**config.mk**
```make
export PLATFORM = sky130hd
export DESIGN_NAME = proximity_risk_fusion_flat
export DESIGN_NICKNAME = d
export VERILOG_FILES = /design/src/hw/rtl/prf_pkg.sv /design/src/hw/rtl/prf_in_if.sv /design/src/hw/rtl/prf_out_if.sv /design/src/hw/rtl/proximity_risk_fusion.sv /design/src/flat_wrapper.sv
export SDC_FILE = /design/constraint.sdc
export NUM_CORES = 2
export LEC_CHECK = 0
export BUFFER_PORTS_ARGS = -buffer_cell sky130_fd_sc_hd__buf_2
export CORE_ASPECT_RATIO = 0.75
export CORE_UTILIZATION = 45
export DETAILED_ROUTE_END_ITERATION = 10
export PLACE_DENSITY = 0.71
export REMOVE_ABC_BUFFERS = 1
export SYNTH_ARGS = -nofsm -noshare
export SYNTH_HDL_FRONTEND = slang
export SYNTH_SLANG_ARGS = --single-unit
```
**constraint.sdc**
```tcl
create_clock -name i_clk -period 20.7 [get_ports i_clk]
set_clock_uncertainty 0.2 [all_clocks]
set_input_delay 5.175 -clock i_clk [delete_from_list [all_inputs] [get_ports i_clk]]
set_output_delay 5.175 -clock i_clk [all_outputs]
set_load 0.01 [all_outputs]
```
**src/hw/rtl/prf_pkg.sv**
```systemverilog
// ----------------------------------------------------------------------------
// Proximity risk fusion package
// Widths, level and exception codes, register indexes and fixed constants.
// ----------------------------------------------------------------------------
`timescale 1ns / 1ps
`default_nettype none

package prf_pkg;

    localparam int POS_W      = 21;
    localparam int DIFF_W     = 22;
    localparam int SQ_W       = 44;
    localparam int ROOT_W     = 22;
    localparam int REM_W      = 24;
    localparam int ROOT_STEPS = 22;
    localparam int CNT_W      = 5;
    localparam int DIST_W     = 22;
    localparam int RNG_W      = 16;
    localparam int ACC_W      = 16;
    localparam int MEAS_W     = 23;
    localparam int LVL_W      = 2;
    localparam int EXC_W      = 3;
    localparam int TIME_W     = 32;
    localparam int CFG_IDX_W  = 3;
    localparam int CFG_DATA_W = 22;

    localparam int GRACE_MS       = 500;
    localparam int IGNORE_SENSORS = 0;

    localparam logic [LVL_W-1:0] LVL_SAFE      = 2'd0;
    localparam logic [LVL_W-1:0] LVL_CAUTION   = 2'd1;
    localparam logic [LVL_W-1:0] LVL_DANGER    = 2'd2;
    localparam logic [LVL_W-1:0] LVL_EMERGENCY = 2'd3;

    localparam logic [EXC_W-1:0] EXC_NONE        = 3'd0;
    localparam logic [EXC_W-1:0] EXC_SENSOR      = 3'd1;
    localparam logic [EXC_W-1:0] EXC_DEAD_RECKON = 3'd2;
    localparam logic [EXC_W-1:0] EXC_IMPACT      = 3'd3;
    localparam logic [EXC_W-1:0] EXC_UNCONFIRMED = 3'd4;

    localparam logic [CFG_IDX_W-1:0] REG_CAUTION       = 3'd0;
    localparam logic [CFG_IDX_W-1:0] REG_DANGER        = 3'd1;
    localparam logic [CFG_IDX_W-1:0] REG_EMERG_ENTER   = 3'd2;
    localparam logic [CFG_IDX_W-1:0] REG_EMERG_RELEASE = 3'd3;
    localparam logic [CFG_IDX_W-1:0] REG_RNG_CAUTION   = 3'd4;
    localparam logic [CFG_IDX_W-1:0] REG_RNG_DANGER    = 3'd5;
    localparam logic [CFG_IDX_W-1:0] REG_RADIUS        = 3'd6;
    localparam logic [CFG_IDX_W-1:0] REG_ACCEL_LIMIT   = 3'd7;

    localparam logic [DIST_W-1:0] RST_CAUTION       = 22'd3000;
    localparam logic [DIST_W-1:0] RST_DANGER        = 22'd1500;
    localparam logic [DIST_W-1:0] RST_EMERG_ENTER   = 22'd400;
    localparam logic [DIST_W-1:0] RST_EMERG_RELEASE = 22'd500;
    localparam logic [RNG_W-1:0]  RST_RNG_CAUTION   = 16'd1000;
    localparam logic [RNG_W-1:0]  RST_RNG_DANGER    = 16'd500;
    localparam logic [RNG_W-1:0]  RST_RADIUS        = 16'd0;
    localparam logic [ACC_W-1:0]  RST_ACCEL_LIMIT   = 16'd2000;

endpackage

`default_nettype wire

```
**src/hw/rtl/prf_in_if.sv**
```systemverilog
// ----------------------------------------------------------------------------
// Proximity risk fusion input channel
// Valid/ready channel that carries one frame item.
// ----------------------------------------------------------------------------
`timescale 1ns / 1ps
`default_nettype none

interface prf_in_if;

    logic                              valid;
    logic                              ready;
    logic                              vehicle_located;
    logic                              person_seen;
    logic signed [prf_pkg::POS_W-1:0]  vehicle_x;
    logic signed [prf_pkg::POS_W-1:0]  vehicle_y;
    logic signed [prf_pkg::POS_W-1:0]  person_x;
    logic signed [prf_pkg::POS_W-1:0]  person_y;
    logic                              range_valid;
    logic [prf_pkg::RNG_W-1:0]         range_distance;
    logic                              imu_valid;
    logic [prf_pkg::ACC_W-1:0]         accel_level;
    logic                              sensor_dead_reckoning;
    logic [prf_pkg::TIME_W-1:0]        frame_time;

    modport source (
        output valid, vehicle_located, person_seen, vehicle_x, vehicle_y,
               person_x, person_y, range_valid, range_distance, imu_valid,
               accel_level, sensor_dead_reckoning, frame_time,
        input  ready
    );

    modport sink (
        input  valid, vehicle_located, person_seen, vehicle_x, vehicle_y,
               person_x, person_y, range_valid, range_distance, imu_valid,
               accel_level, sensor_dead_reckoning, frame_time,
        output ready
    );

endinterface

`default_nettype wire

```
**src/hw/rtl/prf_out_if.sv**
```systemverilog
// ----------------------------------------------------------------------------
// Proximity risk fusion output channel
// Valid/ready channel that carries one graded result item.
// ----------------------------------------------------------------------------
`timescale 1ns / 1ps
`default_nettype none

interface prf_out_if;

    logic                               valid;
    logic                               ready;
    logic signed [prf_pkg::MEAS_W-1:0]  measured_distance;
    logic [prf_pkg::LVL_W-1:0]          camera_level;
    logic [prf_pkg::LVL_W-1:0]          range_level;
    logic [prf_pkg::EXC_W-1:0]          exception_code;
    logic [prf_pkg::LVL_W-1:0]          final_level;

    modport source (
        output valid, measured_distance, camera_level, range_level,
               exception_code, final_level,
        input  ready
    );

    modport sink (
        input  valid, measured_distance, camera_level, range_level,
               exception_code, final_level,
        output ready
    );

endinterface

`default_nettype wire

```
**src/hw/rtl/proximity_risk_fusion.sv**
```systemverilog
// ----------------------------------------------------------------------------
// Proximity risk fusion
// Squares the position offsets on one shared multiplier, takes the integer
// square root one digit per cycle, then grades and fuses the risk levels.
// ----------------------------------------------------------------------------
// With both positions valid, the offsets are squared in S_MULX and S_MULY,
// the square root takes 22 steps and S_DONE grades the result; otherwise the
// item goes straight to S_DONE. A new item is accepted only in S_IDLE, once
// the previous item has been graded and loaded. The output register lets a new
// item enter while a result waits. Reset is synchronous and active low; it
// restores the register defaults and clears the latch and dead-reckoning state.
`timescale 1ns / 1ps
`default_nettype none

module proximity_risk_fusion (
    input  wire                                 i_clk,
    input  wire                                 i_rst_n,
    input  wire                                 i_cfg_we,
    input  wire [prf_pkg::CFG_IDX_W-1:0]        i_cfg_index,
    input  wire [prf_pkg::CFG_DATA_W-1:0]       i_cfg_wdata,
    prf_in_if.sink                              i_in,
    prf_out_if.source                           o_out
);

    localparam logic [2:0] S_IDLE = 3'd0;
    localparam logic [2:0] S_MULX = 3'd1;
    localparam logic [2:0] S_MULY = 3'd2;
    localparam logic [2:0] S_ROOT = 3'd3;
    localparam logic [2:0] S_DONE = 3'd4;

    localparam bit IGNORE = (prf_pkg::IGNORE_SENSORS != 0);
    localparam logic [prf_pkg::TIME_W-1:0] GRACE = prf_pkg::TIME_W'(prf_pkg::GRACE_MS);
    localparam logic [prf_pkg::CNT_W-1:0] LAST_STEP = prf_pkg::CNT_W'(prf_pkg::ROOT_STEPS - 1);

    function automatic logic [prf_pkg::LVL_W-1:0] f_max(
        input logic [prf_pkg::LVL_W-1:0] a,
        input logic [prf_pkg::LVL_W-1:0] b
    );
        return (a >= b) ? a : b;
    endfunction

    logic [2:0]                         r_state;
    logic [prf_pkg::DIST_W-1:0]         r_caution;
    logic [prf_pkg::DIST_W-1:0]         r_danger;
    logic [prf_pkg::DIST_W-1:0]         r_enter;
    logic [prf_pkg::DIST_W-1:0]         r_release;
    logic [prf_pkg::RNG_W-1:0]          r_rng_caution;
    logic [prf_pkg::RNG_W-1:0]          r_rng_danger;
    logic [prf_pkg::RNG_W-1:0]          r_radius;
    logic [prf_pkg::ACC_W-1:0]          r_accel_limit;

    logic                               r_located;
    logic                               r_person;
    logic                               r_rvalid;
    logic [prf_pkg::RNG_W-1:0]          r_rdist;
    logic                               r_ivalid;
    logic [prf_pkg::ACC_W-1:0]          r_accel;
    logic                               r_sdr;
    logic [prf_pkg::TIME_W-1:0]         r_time;
    logic signed [prf_pkg::DIFF_W-1:0]  r_dx;
    logic signed [prf_pkg::DIFF_W-1:0]  r_dy;

    logic [prf_pkg::SQ_W-1:0]           r_sq;
    logic [prf_pkg::REM_W-1:0]          r_rem;
    logic [prf_pkg::ROOT_W-1:0]         r_root;
    logic [prf_pkg::CNT_W-1:0]          r_cnt;

    logic                               r_latch;
    logic                               r_dr_held;
    logic [prf_pkg::TIME_W-1:0]         r_last_dr;

    logic                               r_out_valid;
    logic signed [prf_pkg::MEAS_W-1:0]  r_meas;
    logic [prf_pkg::LVL_W-1:0]          r_cam;
    logic [prf_pkg::LVL_W-1:0]          r_rng;
    logic [prf_pkg::EXC_W-1:0]          r_exc;
    logic [prf_pkg::LVL_W-1:0]          r_fin;

    logic                               in_accept;
    logic                               both_in;
    logic                               both;
    logic                               load_out;
    logic signed [prf_pkg::DIFF_W-1:0]  mul_op;
    logic signed [prf_pkg::SQ_W-1:0]    mul_res;
    logic [prf_pkg::REM_W+1:0]          rem_sh;
    logic [prf_pkg::REM_W+1:0]          trial;
    logic                               take;

    logic [prf_pkg::DIST_W-1:0]         eff;
    logic [prf_pkg::DIST_W-1:0]         radius_ext;
    logic [prf_pkg::TIME_W-1:0]         elapsed;
    logic                               raw_dr;
    logic                               held;
    logic                               n_latch;
    logic                               n_dr_held;
    logic [prf_pkg::TIME_W-1:0]         n_last_dr;
    logic signed [prf_pkg::MEAS_W-1:0]  n_meas;
    logic [prf_pkg::LVL_W-1:0]          n_cam;
    logic [prf_pkg::LVL_W-1:0]          n_rng;
    logic [prf_pkg::EXC_W-1:0]          n_exc;
    logic [prf_pkg::LVL_W-1:0]          n_fin;

    assign i_in.ready = (r_state == S_IDLE);
    assign in_accept  = i_in.valid && i_in.ready;
    assign both_in    = i_in.vehicle_located && i_in.person_seen;
    assign both       = r_located && r_person;
    assign load_out   = (r_state == S_DONE) && (!r_out_valid || o_out.ready);

    assign o_out.valid             = r_out_valid;
    assign o_out.measured_distance = r_meas;
    assign o_out.camera_level      = r_cam;
    assign o_out.range_level       = r_rng;
    assign o_out.exception_code    = r_exc;
    assign o_out.final_level       = r_fin;

    // Shared multiplier: squares dx, then dy.
    assign mul_op  = (r_state == S_MULX) ? r_dx : r_dy;
    assign mul_res = mul_op * mul_op;

    // One restoring square root digit per cycle.
    assign rem_sh = {r_rem, r_sq[prf_pkg::SQ_W-1 -: 2]};
    assign trial  = {2'b00, r_root, 2'b01};
    assign take   = (rem_sh >= trial);

    always_comb begin
        radius_ext = prf_pkg::DIST_W'(r_radius);
        eff        = (r_root > radius_ext) ? (r_root - radius_ext) : '0;
        elapsed    = r_time - r_last_dr;
        raw_dr     = 1'b0;
        held       = 1'b0;
        n_latch    = r_latch;
        n_dr_held  = r_dr_held;
        n_last_dr  = r_last_dr;
        n_cam      = prf_pkg::LVL_SAFE;
        n_rng      = prf_pkg::LVL_SAFE;
        n_exc      = prf_pkg::EXC_NONE;
        n_meas     = both ? prf_pkg::MEAS_W'({1'b0, r_root}) : '1;

        if (both) begin
            if (r_latch) begin
                if (eff <= r_release) begin
                    n_cam = prf_pkg::LVL_EMERGENCY;
                end else begin
                    n_latch = 1'b0;
                end
            end else if (eff <= r_enter) begin
                n_latch = 1'b1;
                n_cam   = prf_pkg::LVL_EMERGENCY;
            end
            if (n_cam != prf_pkg::LVL_EMERGENCY) begin
                priority if (eff <= r_danger) begin
                    n_cam = prf_pkg::LVL_DANGER;
                end else if (eff <= r_caution) begin
                    n_cam = prf_pkg::LVL_CAUTION;
                end else begin
                    n_cam = prf_pkg::LVL_SAFE;
                end
            end
        end else begin
            n_latch = 1'b0;
        end

        if (!IGNORE && r_rvalid) begin
            priority if (r_rdist <= r_rng_danger) begin
                n_rng = prf_pkg::LVL_DANGER;
            end else if (r_rdist <= r_rng_caution) begin
                n_rng = prf_pkg::LVL_CAUTION;
            end else begin
                n_rng = prf_pkg::LVL_SAFE;
            end
        end

        priority if (!IGNORE && (r_accel >= r_accel_limit)) begin
            n_exc = prf_pkg::EXC_IMPACT;
        end else if (!IGNORE && (!r_ivalid || !r_rvalid)) begin
            n_exc = prf_pkg::EXC_SENSOR;
        end else begin
            raw_dr = !r_located || (!IGNORE && r_sdr);
            if (raw_dr) begin
                n_dr_held = 1'b1;
                n_last_dr = r_time;
                n_exc     = prf_pkg::EXC_DEAD_RECKON;
                held      = 1'b1;
            end else if (r_dr_held) begin
                if (elapsed < GRACE) begin
                    n_exc = prf_pkg::EXC_DEAD_RECKON;
                    held  = 1'b1;
                end else begin
                    n_dr_held = 1'b0;
                end
            end
            if (!held) begin
                if (!IGNORE && !r_person && (n_rng != prf_pkg::LVL_SAFE)) begin
                    n_exc = prf_pkg::EXC_UNCONFIRMED;
                end else begin
                    n_exc = prf_pkg::EXC_NONE;
                end
            end
        end

        n_fin = f_max(n_cam, n_rng);
        if (n_exc == prf_pkg::EXC_IMPACT) begin
            n_fin = f_max(n_fin, prf_pkg::LVL_DANGER);
        end else if ((n_exc == prf_pkg::EXC_SENSOR) || (n_exc == prf_pkg::EXC_DEAD_RECKON)) begin
            n_fin = f_max(n_fin, prf_pkg::LVL_CAUTION);
        end
    end

    always_ff @(posedge i_clk) begin
        if (!i_rst_n) begin
            r_caution     <= prf_pkg::RST_CAUTION;
            r_danger      <= prf_pkg::RST_DANGER;
            r_enter       <= prf_pkg::RST_EMERG_ENTER;
            r_release     <= prf_pkg::RST_EMERG_RELEASE;
            r_rng_caution <= prf_pkg::RST_RNG_CAUTION;
            r_rng_danger  <= prf_pkg::RST_RNG_DANGER;
            r_radius      <= prf_pkg::RST_RADIUS;
            r_accel_limit <= prf_pkg::RST_ACCEL_LIMIT;
        end else if (i_cfg_we) begin
            unique case (i_cfg_index)
                prf_pkg::REG_CAUTION:       r_caution     <= i_cfg_wdata;
                prf_pkg::REG_DANGER:        r_danger      <= i_cfg_wdata;
                prf_pkg::REG_EMERG_ENTER:   r_enter       <= i_cfg_wdata;
                prf_pkg::REG_EMERG_RELEASE: r_release     <= i_cfg_wdata;
                prf_pkg::REG_RNG_CAUTION:   r_rng_caution <= i_cfg_wdata[prf_pkg::RNG_W-1:0];
                prf_pkg::REG_RNG_DANGER:    r_rng_danger  <= i_cfg_wdata[prf_pkg::RNG_W-1:0];
                prf_pkg::REG_RADIUS:        r_radius      <= i_cfg_wdata[prf_pkg::RNG_W-1:0];
                prf_pkg::REG_ACCEL_LIMIT:   r_accel_limit <= i_cfg_wdata[prf_pkg::ACC_W-1:0];
                default:                    r_caution     <= r_caution;
            endcase
        end
    end

    always_ff @(posedge i_clk) begin
        if (!i_rst_n) begin
            r_state     <= S_IDLE;
            r_out_valid <= 1'b0;
            r_latch     <= 1'b0;
            r_dr_held   <= 1'b0;
            r_last_dr   <= '0;
        end else begin
            r_out_valid <= load_out || (r_out_valid && !o_out.ready);
            unique case (r_state)
                S_IDLE: begin
                    if (in_accept) begin
                        r_state <= both_in ? S_MULX : S_DONE;
                    end
                end
                S_MULX: begin
                    r_state <= S_MULY;
                end
                S_MULY: begin
                    r_state <= S_ROOT;
                end
                S_ROOT: begin
                    if (r_cnt == LAST_STEP) begin
                        r_state <= S_DONE;
                    end
                end
                S_DONE: begin
                    if (load_out) begin
                        r_state     <= S_IDLE;
                        r_latch     <= n_latch;
                        r_dr_held   <= n_dr_held;
                        r_last_dr   <= n_last_dr;
                    end
                end
                default: begin
                    r_state <= S_IDLE;
                end
            endcase
        end
    end

    always_ff @(posedge i_clk) begin
        if (in_accept) begin
            r_located <= i_in.vehicle_located;
            r_person  <= i_in.person_seen;
            r_rvalid  <= i_in.range_valid;
            r_rdist   <= i_in.range_distance;
            r_ivalid  <= i_in.imu_valid;
            r_accel   <= i_in.accel_level;
            r_sdr     <= i_in.sensor_dead_reckoning;
            r_time    <= i_in.frame_time;
            r_dx      <= prf_pkg::DIFF_W'(i_in.vehicle_x) - prf_pkg::DIFF_W'(i_in.person_x);
            r_dy      <= prf_pkg::DIFF_W'(i_in.vehicle_y) - prf_pkg::DIFF_W'(i_in.person_y);
        end
        unique case (r_state)
            S_MULX: begin
                r_sq <= prf_pkg::SQ_W'(mul_res);
            end
            S_MULY: begin
                r_sq   <= r_sq + prf_pkg::SQ_W'(mul_res);
                r_rem  <= '0;
                r_root <= '0;
                r_cnt  <= '0;
            end
            S_ROOT: begin
                r_sq   <= {r_sq[prf_pkg::SQ_W-3:0], 2'b00};
                r_cnt  <= r_cnt + 1'b1;
                r_rem  <= take ? prf_pkg::REM_W'(rem_sh - trial) : prf_pkg::REM_W'(rem_sh);
                r_root <= {r_root[prf_pkg::ROOT_W-2:0], take};
            end
            default: begin
                r_sq <= r_sq;
            end
        endcase
        if (load_out) begin
            r_meas <= n_meas;
            r_cam  <= n_cam;
            r_rng  <= n_rng;
            r_exc  <= n_exc;
            r_fin  <= n_fin;
        end
    end

`ifndef SYNTHESIS
    a_accept_leaves_idle: assert property (@(posedge i_clk) disable iff (!i_rst_n)
        in_accept |=> (r_state != S_IDLE))
        else $error("Sequencer stayed idle after an item was accepted.");

    a_root_steps_bounded: assert property (@(posedge i_clk) disable iff (!i_rst_n)
        (r_state == S_ROOT) |-> (r_cnt <= LAST_STEP))
        else $error("Square root step count ran past the last digit.");

    a_emergency_measured: assert property (@(posedge i_clk) disable iff (!i_rst_n)
        (r_out_valid && (r_cam == prf_pkg::LVL_EMERGENCY)) |-> (r_meas != '1))
        else $error("Emergency level given without a measured distance.");

    a_final_not_below: assert property (@(posedge i_clk) disable iff (!i_rst_n)
        r_out_valid |-> ((r_fin >= r_cam) && (r_fin >= r_rng)))
        else $error("Fused level lies below a component level.");
`endif

endmodule

`default_nettype wire
```
**src/flat_wrapper.sv**
```systemverilog
// flat-port wrapper written by rule: the top's interface ports become plain ports
module proximity_risk_fusion_flat 
  (i_clk, i_rst_n, i_cfg_we, i_cfg_index, i_cfg_wdata, i_in_valid, i_in_vehicle_located, i_in_person_seen, i_in_vehicle_x, i_in_vehicle_y, i_in_person_x, i_in_person_y, i_in_range_valid, i_in_range_distance, i_in_imu_valid, i_in_accel_level, i_in_sensor_dead_reckoning, i_in_frame_time, i_in_ready, o_out_valid, o_out_measured_distance, o_out_camera_level, o_out_range_level, o_out_exception_code, o_out_final_level, o_out_ready);
  prf_in_if i_in_i ();
  prf_out_if o_out_i ();
  input  wire i_clk;
  input  wire i_rst_n;
  input  wire i_cfg_we;
  input  wire [prf_pkg::CFG_IDX_W-1:0] i_cfg_index;
  input  wire [prf_pkg::CFG_DATA_W-1:0] i_cfg_wdata;
  input wire logic [$bits(i_in_i.valid)-1:0] i_in_valid;
  input wire logic [$bits(i_in_i.vehicle_located)-1:0] i_in_vehicle_located;
  input wire logic [$bits(i_in_i.person_seen)-1:0] i_in_person_seen;
  input wire logic [$bits(i_in_i.vehicle_x)-1:0] i_in_vehicle_x;
  input wire logic [$bits(i_in_i.vehicle_y)-1:0] i_in_vehicle_y;
  input wire logic [$bits(i_in_i.person_x)-1:0] i_in_person_x;
  input wire logic [$bits(i_in_i.person_y)-1:0] i_in_person_y;
  input wire logic [$bits(i_in_i.range_valid)-1:0] i_in_range_valid;
  input wire logic [$bits(i_in_i.range_distance)-1:0] i_in_range_distance;
  input wire logic [$bits(i_in_i.imu_valid)-1:0] i_in_imu_valid;
  input wire logic [$bits(i_in_i.accel_level)-1:0] i_in_accel_level;
  input wire logic [$bits(i_in_i.sensor_dead_reckoning)-1:0] i_in_sensor_dead_reckoning;
  input wire logic [$bits(i_in_i.frame_time)-1:0] i_in_frame_time;
  output wire logic [$bits(i_in_i.ready)-1:0] i_in_ready;
  output wire logic [$bits(o_out_i.valid)-1:0] o_out_valid;
  output wire logic [$bits(o_out_i.measured_distance)-1:0] o_out_measured_distance;
  output wire logic [$bits(o_out_i.camera_level)-1:0] o_out_camera_level;
  output wire logic [$bits(o_out_i.range_level)-1:0] o_out_range_level;
  output wire logic [$bits(o_out_i.exception_code)-1:0] o_out_exception_code;
  output wire logic [$bits(o_out_i.final_level)-1:0] o_out_final_level;
  input wire logic [$bits(o_out_i.ready)-1:0] o_out_ready;
  assign i_in_i.valid = i_in_valid;
  assign i_in_i.vehicle_located = i_in_vehicle_located;
  assign i_in_i.person_seen = i_in_person_seen;
  assign i_in_i.vehicle_x = i_in_vehicle_x;
  assign i_in_i.vehicle_y = i_in_vehicle_y;
  assign i_in_i.person_x = i_in_person_x;
  assign i_in_i.person_y = i_in_person_y;
  assign i_in_i.range_valid = i_in_range_valid;
  assign i_in_i.range_distance = i_in_range_distance;
  assign i_in_i.imu_valid = i_in_imu_valid;
  assign i_in_i.accel_level = i_in_accel_level;
  assign i_in_i.sensor_dead_reckoning = i_in_sensor_dead_reckoning;
  assign i_in_i.frame_time = i_in_frame_time;
  assign i_in_ready = i_in_i.ready;
  assign o_out_valid = o_out_i.valid;
  assign o_out_measured_distance = o_out_i.measured_distance;
  assign o_out_camera_level = o_out_i.camera_level;
  assign o_out_range_level = o_out_i.range_level;
  assign o_out_exception_code = o_out_i.exception_code;
  assign o_out_final_level = o_out_i.final_level;
  assign o_out_i.ready = o_out_ready;
  proximity_risk_fusion u_core (.i_clk(i_clk), .i_rst_n(i_rst_n), .i_cfg_we(i_cfg_we), .i_cfg_index(i_cfg_index), .i_cfg_wdata(i_cfg_wdata), .i_in(i_in_i), .o_out(o_out_i));
endmodule
```
## Word level (Yosys, flattened, before mapping)

Index checks and enable logic that the tools add are counted.

| cells by class | value |
|---|---|
| $add $sub $neg | 7 |
| multipliers | 1 |
| div/mod/pow operators | 0 |
| $lt $le $gt $ge | 13 |
| equal/unequal tests | 19 |
| shifts and indexed selects | 0 |
| muxes and demuxes | 45 |
| bitwise operators | 2 |
| reduce and logical (&&, ||, !) cells | 34 |

Operators with widths:

| cell | count |
|---|---|
| one-hot mux 44 bit (3 select lines) | 1 |
| less-or-equal comparator 22 bit | 4 |
| one-hot mux 24 bit (2 select lines) | 1 |
| adder 44 bit | 1 |
| multiplier 22 x 22 -> 44 bit | 1 |
| 2-to-1 mux 22 bit | 2 |
| one-hot mux 22 bit (2 select lines) | 1 |
| subtractor 21 x 21 -> 22 bit | 2 |
| less-or-equal comparator 16 bit | 2 |
| < comparator 32 x 9 -> 1 bit, second input constant | 1 |
| subtractor 32 bit | 1 |
| 2-to-1 mux 2 bit | 15 |
| 2-to-1 mux 3 bit | 10 |
| greater-or-equal comparator 26 x 24 -> 1 bit | 1 |
| 2-to-1 mux 24 bit | 1 |
| subtractor 24 bit | 1 |
| 2-to-1 mux 23 bit | 1 |
| > comparator 22 x 16 -> 1 bit | 1 |
| subtractor 22 x 16 -> 22 bit | 1 |
| == test 3 x 2 -> 1 bit, second input constant | 6 |
| AND reduction 2 bit | 9 |
| greater-or-equal comparator 16 bit | 1 |
| == test 3 bit, second input constant | 5 |
| one-hot mux 3 bit (5 select lines) | 1 |
| 20 further kinds | 51 |

| word-level totals | value |
|---|---|
| bits in registers | 430 |
| latch bits | 0 |
| memory bits (writable) | 0 |
| memory bits (read-only) | 0 |
| input bits | 183 |
| output and inout bits | 34 |
| word-level logic and storage cells | 154 |
| memories | 0 |

## Logic depth before layout (Yosys ltp)

| logic depth | value |
|---|---|
| word-level depth | 15 |
| depth in mapped cells | 43 |
| mapped depth without buffers | 41 |

## Worst setup path after synthesis

Ideal clock, no wire load.

| timing | value |
|---|---|
| path kind | register to register |
| start point | reg u_core.r_state[0] |
| end point | reg u_core.r_sq[43] (netlist bit), data pin |
| library setup time | 0.269 ns |
| arrival | 10.206 ns |
| required time | 20.231 ns |
| path slack | 10.024 ns |
| cell stages (with the launch flop) | 41 |
| path buffers | 2 |
| clock period less this slack | 10.676 ns |
| path through | dfxtp_1 > inv_2 > nor3_1 > clkbuf_1 > mux2i_1 > clkinv_1 > clkbuf_1 > nand2_1 > fa_1 > fa_1 > fa_1 > inv_1 > fa_1 > fa_1 > fa_1 > inv_1 > fa_1 > inv_1 > [... 5 more ...] > nor3_1 > o31ai_1 > a21oi_1 > nor2_1 > a211oi_1 > o21ai_0 > xor2_1 > ha_1 > inv_1 > a21oi_1 > o21ai_0 > nor2b_1 > or3_1 > o22a_1 > a21oi_1 > xnor2_1 > mux2i_1 > o21ai_0 |

| between the ends | value |
|---|---|
| word-level cells in the longest chain between the ends | 5 |
| elaborated cells between the ends (all ways) | 7 |
| those cells by class | 1 x add/sub; 1 x mul; 3 x eq/ne; 2 x mux |

RTL lines:

| element | line | source |
|---|---|---|
| start, declared | proximity_risk_fusion.sv:42 | `logic [2:0] r_state;` |
| start signal, assigned | proximity_risk_fusion.sv:246 | `r_state <= both_in ? S_MULX : S_DONE;` |
| == test 3 x 1 -> 1 bit | proximity_risk_fusion.sv:117, proximity_risk_fusion.sv:288 |  |
| 2-to-1 mux 22 bit | proximity_risk_fusion.sv:117 | `assign mul_op = (r_state == S_MULX) ? r_dx : r_dy;` |
| multiplier 22 x 22 -> 44 bit | proximity_risk_fusion.sv:118 | `assign mul_res = mul_op * mul_op;` |
| adder 44 bit | proximity_risk_fusion.sv:293 | `r_sq <= r_sq + prf_pkg::SQ_W'(mul_res);` |
| one-hot mux 44 bit (3 select lines) (*) | proximity_risk_fusion.sv:288 | `unique case (r_state)` |
| end signal, assigned | proximity_risk_fusion.sv:290 | `r_sq <= prf_pkg::SQ_W'(mul_res);` |
| end signal, assigned | proximity_risk_fusion.sv:293 |  |
| end signal, assigned | proximity_risk_fusion.sv:299 | `r_sq <= {r_sq[prf_pkg::SQ_W-3:0], 2'b00};` |
| end, declared | proximity_risk_fusion.sv:63 | `logic [prf_pkg::SQ_W-1:0] r_sq;` |

Every way passes the cells marked *; elsewhere a longest branch is shown, timed or not.
A chain may end at the register's enable or synchronous reset.

## Worst setup path after layout

Same ends and word-level chain as after synthesis.

==> qor.txt <==
chip height = 270.1 microns
Worst-Skew Late Latency = 0.62 ns
worst hold path type = register to register
crit share post-route = 0.5643
Die ar. = 97,100 sq um
Critical Path Sink Type = register
slowest stage cell, crit path = clkinv_1
headroom to the max-slew limit = 0.2556
Initial Util = 0.4579
Ys Warns = 0
vias = 32,640
Synth top area share = 0.2140
Final GP Congestion = 0.9533
Synth Instances = 4,745
filler instances = 8,576
cell taking the most area after synthesis = fa_1
Top cell by count, worst path = fa_1
setup TNS = 0 ns
Slowest Stage Delay on Critical Path = 0.70 ns
worst r2r path cells = 41
CTS tree = done
Root Buffer = clkbuf_16
Sequential Area = 11,010 sq um
largest family of logic cells by synthesized area = adder cells
initial antenna violation count = 1
status = complete, no violations
Tmin final = 11.68 ns
Post-CTS Setup Bufs = 0
number of synthesized flops with an enable pin = 240
WP data required = 20.82 ns
max frequency = 85.61 MHz
Startpoint Class = register
top cells by area, synth = fa_1 21%, edfxtp_1 17%, ha_1 13%
Mapped Area = 43,130 sq um
largest net degree at the start of global routing = 82
Compound-Gate Fraction of Synth Area = 0.1305
CP Class = register to register
xor/xnor share of the synthesized area = 0.03351
remaining routing DRC violations = 0
Rows = 97
Hold Fails Final Rpt = 0
Post-synth top flop = edfxtp_1
post-DP HPWL = 81.33 mm
Hold-fix buffers, CTS = 0
layout cell share with drive strength beyond 1 = 0.07982
Netlist cell types = 82
nets = 5,983
Synth async-reset ratio = 0
Worst Path Max Fanout = 25
Clock Sinks = 430
final wirelength = 105.2 mm
P&R area growth vs syn = 9.132%
Pins Over Slew Limit = 0
Die Wd = 359.5 microns
CTS clk-pin slew, worst paths = 0.06 ns
WL per Instance = 17.04 microns
FF+latch count, synth = 430
final antenna-violating net count = 0
GRT Total Usage = 0.2168
TritonCTS Buffers = 46
unrepaired setup endpoints after global routing = false
Seq/Total Area, Yosys = 0.2553
maxcap violations = 0
first-pass GRT wire length = 171.5 mm
Synth Area per Inst = 9.089 sq um
Worst Tran Pin Value = 1.095 ns
Post-Layout Cell Count = 6,174
PostCTS Resize Cnt = 0
Max clock buf depth = 3
Synth Area in Simple Gates = 0.1323
vias in the first global route = 32,720
I/O pin total = 217
Hold Crit Depth = 2
core box area = 94,180 sq um
post-synthesis mux area share = 0.01517
combined area of the multi-input logic cells = 28,220 sq um
1st-iter DRT viols = 2,488
grt total ovfl = 0
vias per cell = 5.286
adder-cell share of the synthesized area = 0.3416
Setup Viol. Count Final = 0
I/O Buffers = 216
cell count after placement = 6,088
htree depth = 2
Pre-antenna DRT Iters = 8
critical path arrival = 11.80 ns
==> through the flow <==
stage	util	hold WS [ns]	worst slack (ns)	area (sq um)
floorplan	-	0.2308	7.017	42550
global placement	0.4828	0.2380	9.304	45470
detailed placement	0.4828	0.2495	9.128	45470
CTS	0.4997	0.2611	9.090	47070
global route	0.4998	0.2799	8.174	47070
finish	0.4998	0.2621	9.019	47070
==> final timing paths <==
| path | slack [ns] | end | from |
|---|---|---|---|
| setup / recovery | 9.02 | u_core.r_sq[43] | u_core.r_state[0] |
| hold / removal | 0.26 | u_core.r_last_dr[19] | u_core.r_last_dr[19] |
| setup reg to reg | 9.02 | u_core.r_sq[43] | u_core.r_state[0] |
| hold reg to reg | 0.26 | u_core.r_last_dr[19] | u_core.r_last_dr[19] |
==> layout make-up <==
cell class | instances | area share
Sequential cell | 430 | 0.2340
Clock inverter | 24 | 0.006088
Clock buffer | 61 | 0.02781
Multi-Input combinational cell | 3276 | 0.5996
Timing Repair Buffer | 247 | 0.02797
Antenna cell | 1 | 0.00005317
Inverter | 898 | 0.07161
Tap cell | 1237 | 0.03288
==> placed cells by master (no fill, tap or decap), drive strengths merged, types with 38 or more instances in the layout <==
cell,instances
inv,898
nand2,648
fa,461
ha,440
nor2,307
buf,247
edfxtp,240
dfxtp,190
a21oi,189
a21boi,157
o21ai,136
xnor2,127
a21o,107
nand3,74
o211ai,65
nor3,61
clkbuf,61
nand4,52
nor2b,50
mux2i,44
nand2b,41
xor2,38
==> logic make-up (layout without fill, tap and decap cells) <==
kind of cell | Yosys count | in the layout
buffers and inverters | 1039 | 1230
AOI/OAI and AO/OA | 837 | 837
and+or+nand+nor | 1310 | 1310
other | 0 | 1
DFF | 430 | 430
xor gates and xnor gates | 165 | 165
adders and majority gates | 901 | 901
muxes | 63 | 63
==> synth_stat cells (25+ instances only) <==
library cell  instances
xor2_1               38
nor2b_1              50
xnor2_1             127
clkbuf_1            104
a21o_1              107
edfxtp_1            240
fa_1                461
mux2i_1              44
a21oi_1             189
dfxtp_1             190
inv_1               891
a211oi_1             25
nand3_1              74
nand2b_1             40
o21ai_0             128
nor2_1              307
nand2_1             648
ha_1                440
nor3_1               61
o211ai_1             65
a21boi_0            152
o21a_1               32
nand4_1              52
==> per-layer routing <==
layer / global-route usage / vias to the layer above / part of all wire
li1: - / 15790 / -
met1: 0.3159 / 15530 / 0.47
met2: 0.3322 / 1170 / 0.42
met3: 0.04493 / 147 / 0.085
met4: 0.04240 / 0 / 0.018
met5: 0 / - / 0
==> flip-flops by register name, summed over array words and instances (netlist names), 5 cells and up <==
signal / cells
u_core.r_cnt: 5
u_core.r_rng_danger: 16
u_core.r_rdist: 16
u_core.r_time: 32
u_core.r_caution: 22
u_core.r_enter: 22
u_core.r_last_dr: 32
u_core.r_accel_limit: 16
u_core.o_out.measured_distance: 23
u_core.r_dy: 22
u_core.r_sq: 44
u_core.r_accel: 16
u_core.r_root: 22
u_core.r_radius: 16
u_core.r_release: 22
u_core.r_rng_caution: 16
u_core.r_danger: 22
u_core.r_dx: 22
u_core.r_rem: 24
==> critical path, delay by kind of cell, from the launching register on <==
family,cells,cell delay [ns]
buffers and inverters,9,1.65
AND/OR/NAND/NOR,7,1.45
AO/OA/AOI/OAI,12,2.31
flip-flops,1,0.34
adder cells (fa/ha/maj),9,4.30
XOR/XNOR,2,0.34
multiplexers,2,0.78
Power is not shown: default switching activity piles up to over one toggle a cycle in this logic, so the estimate is an artifact.
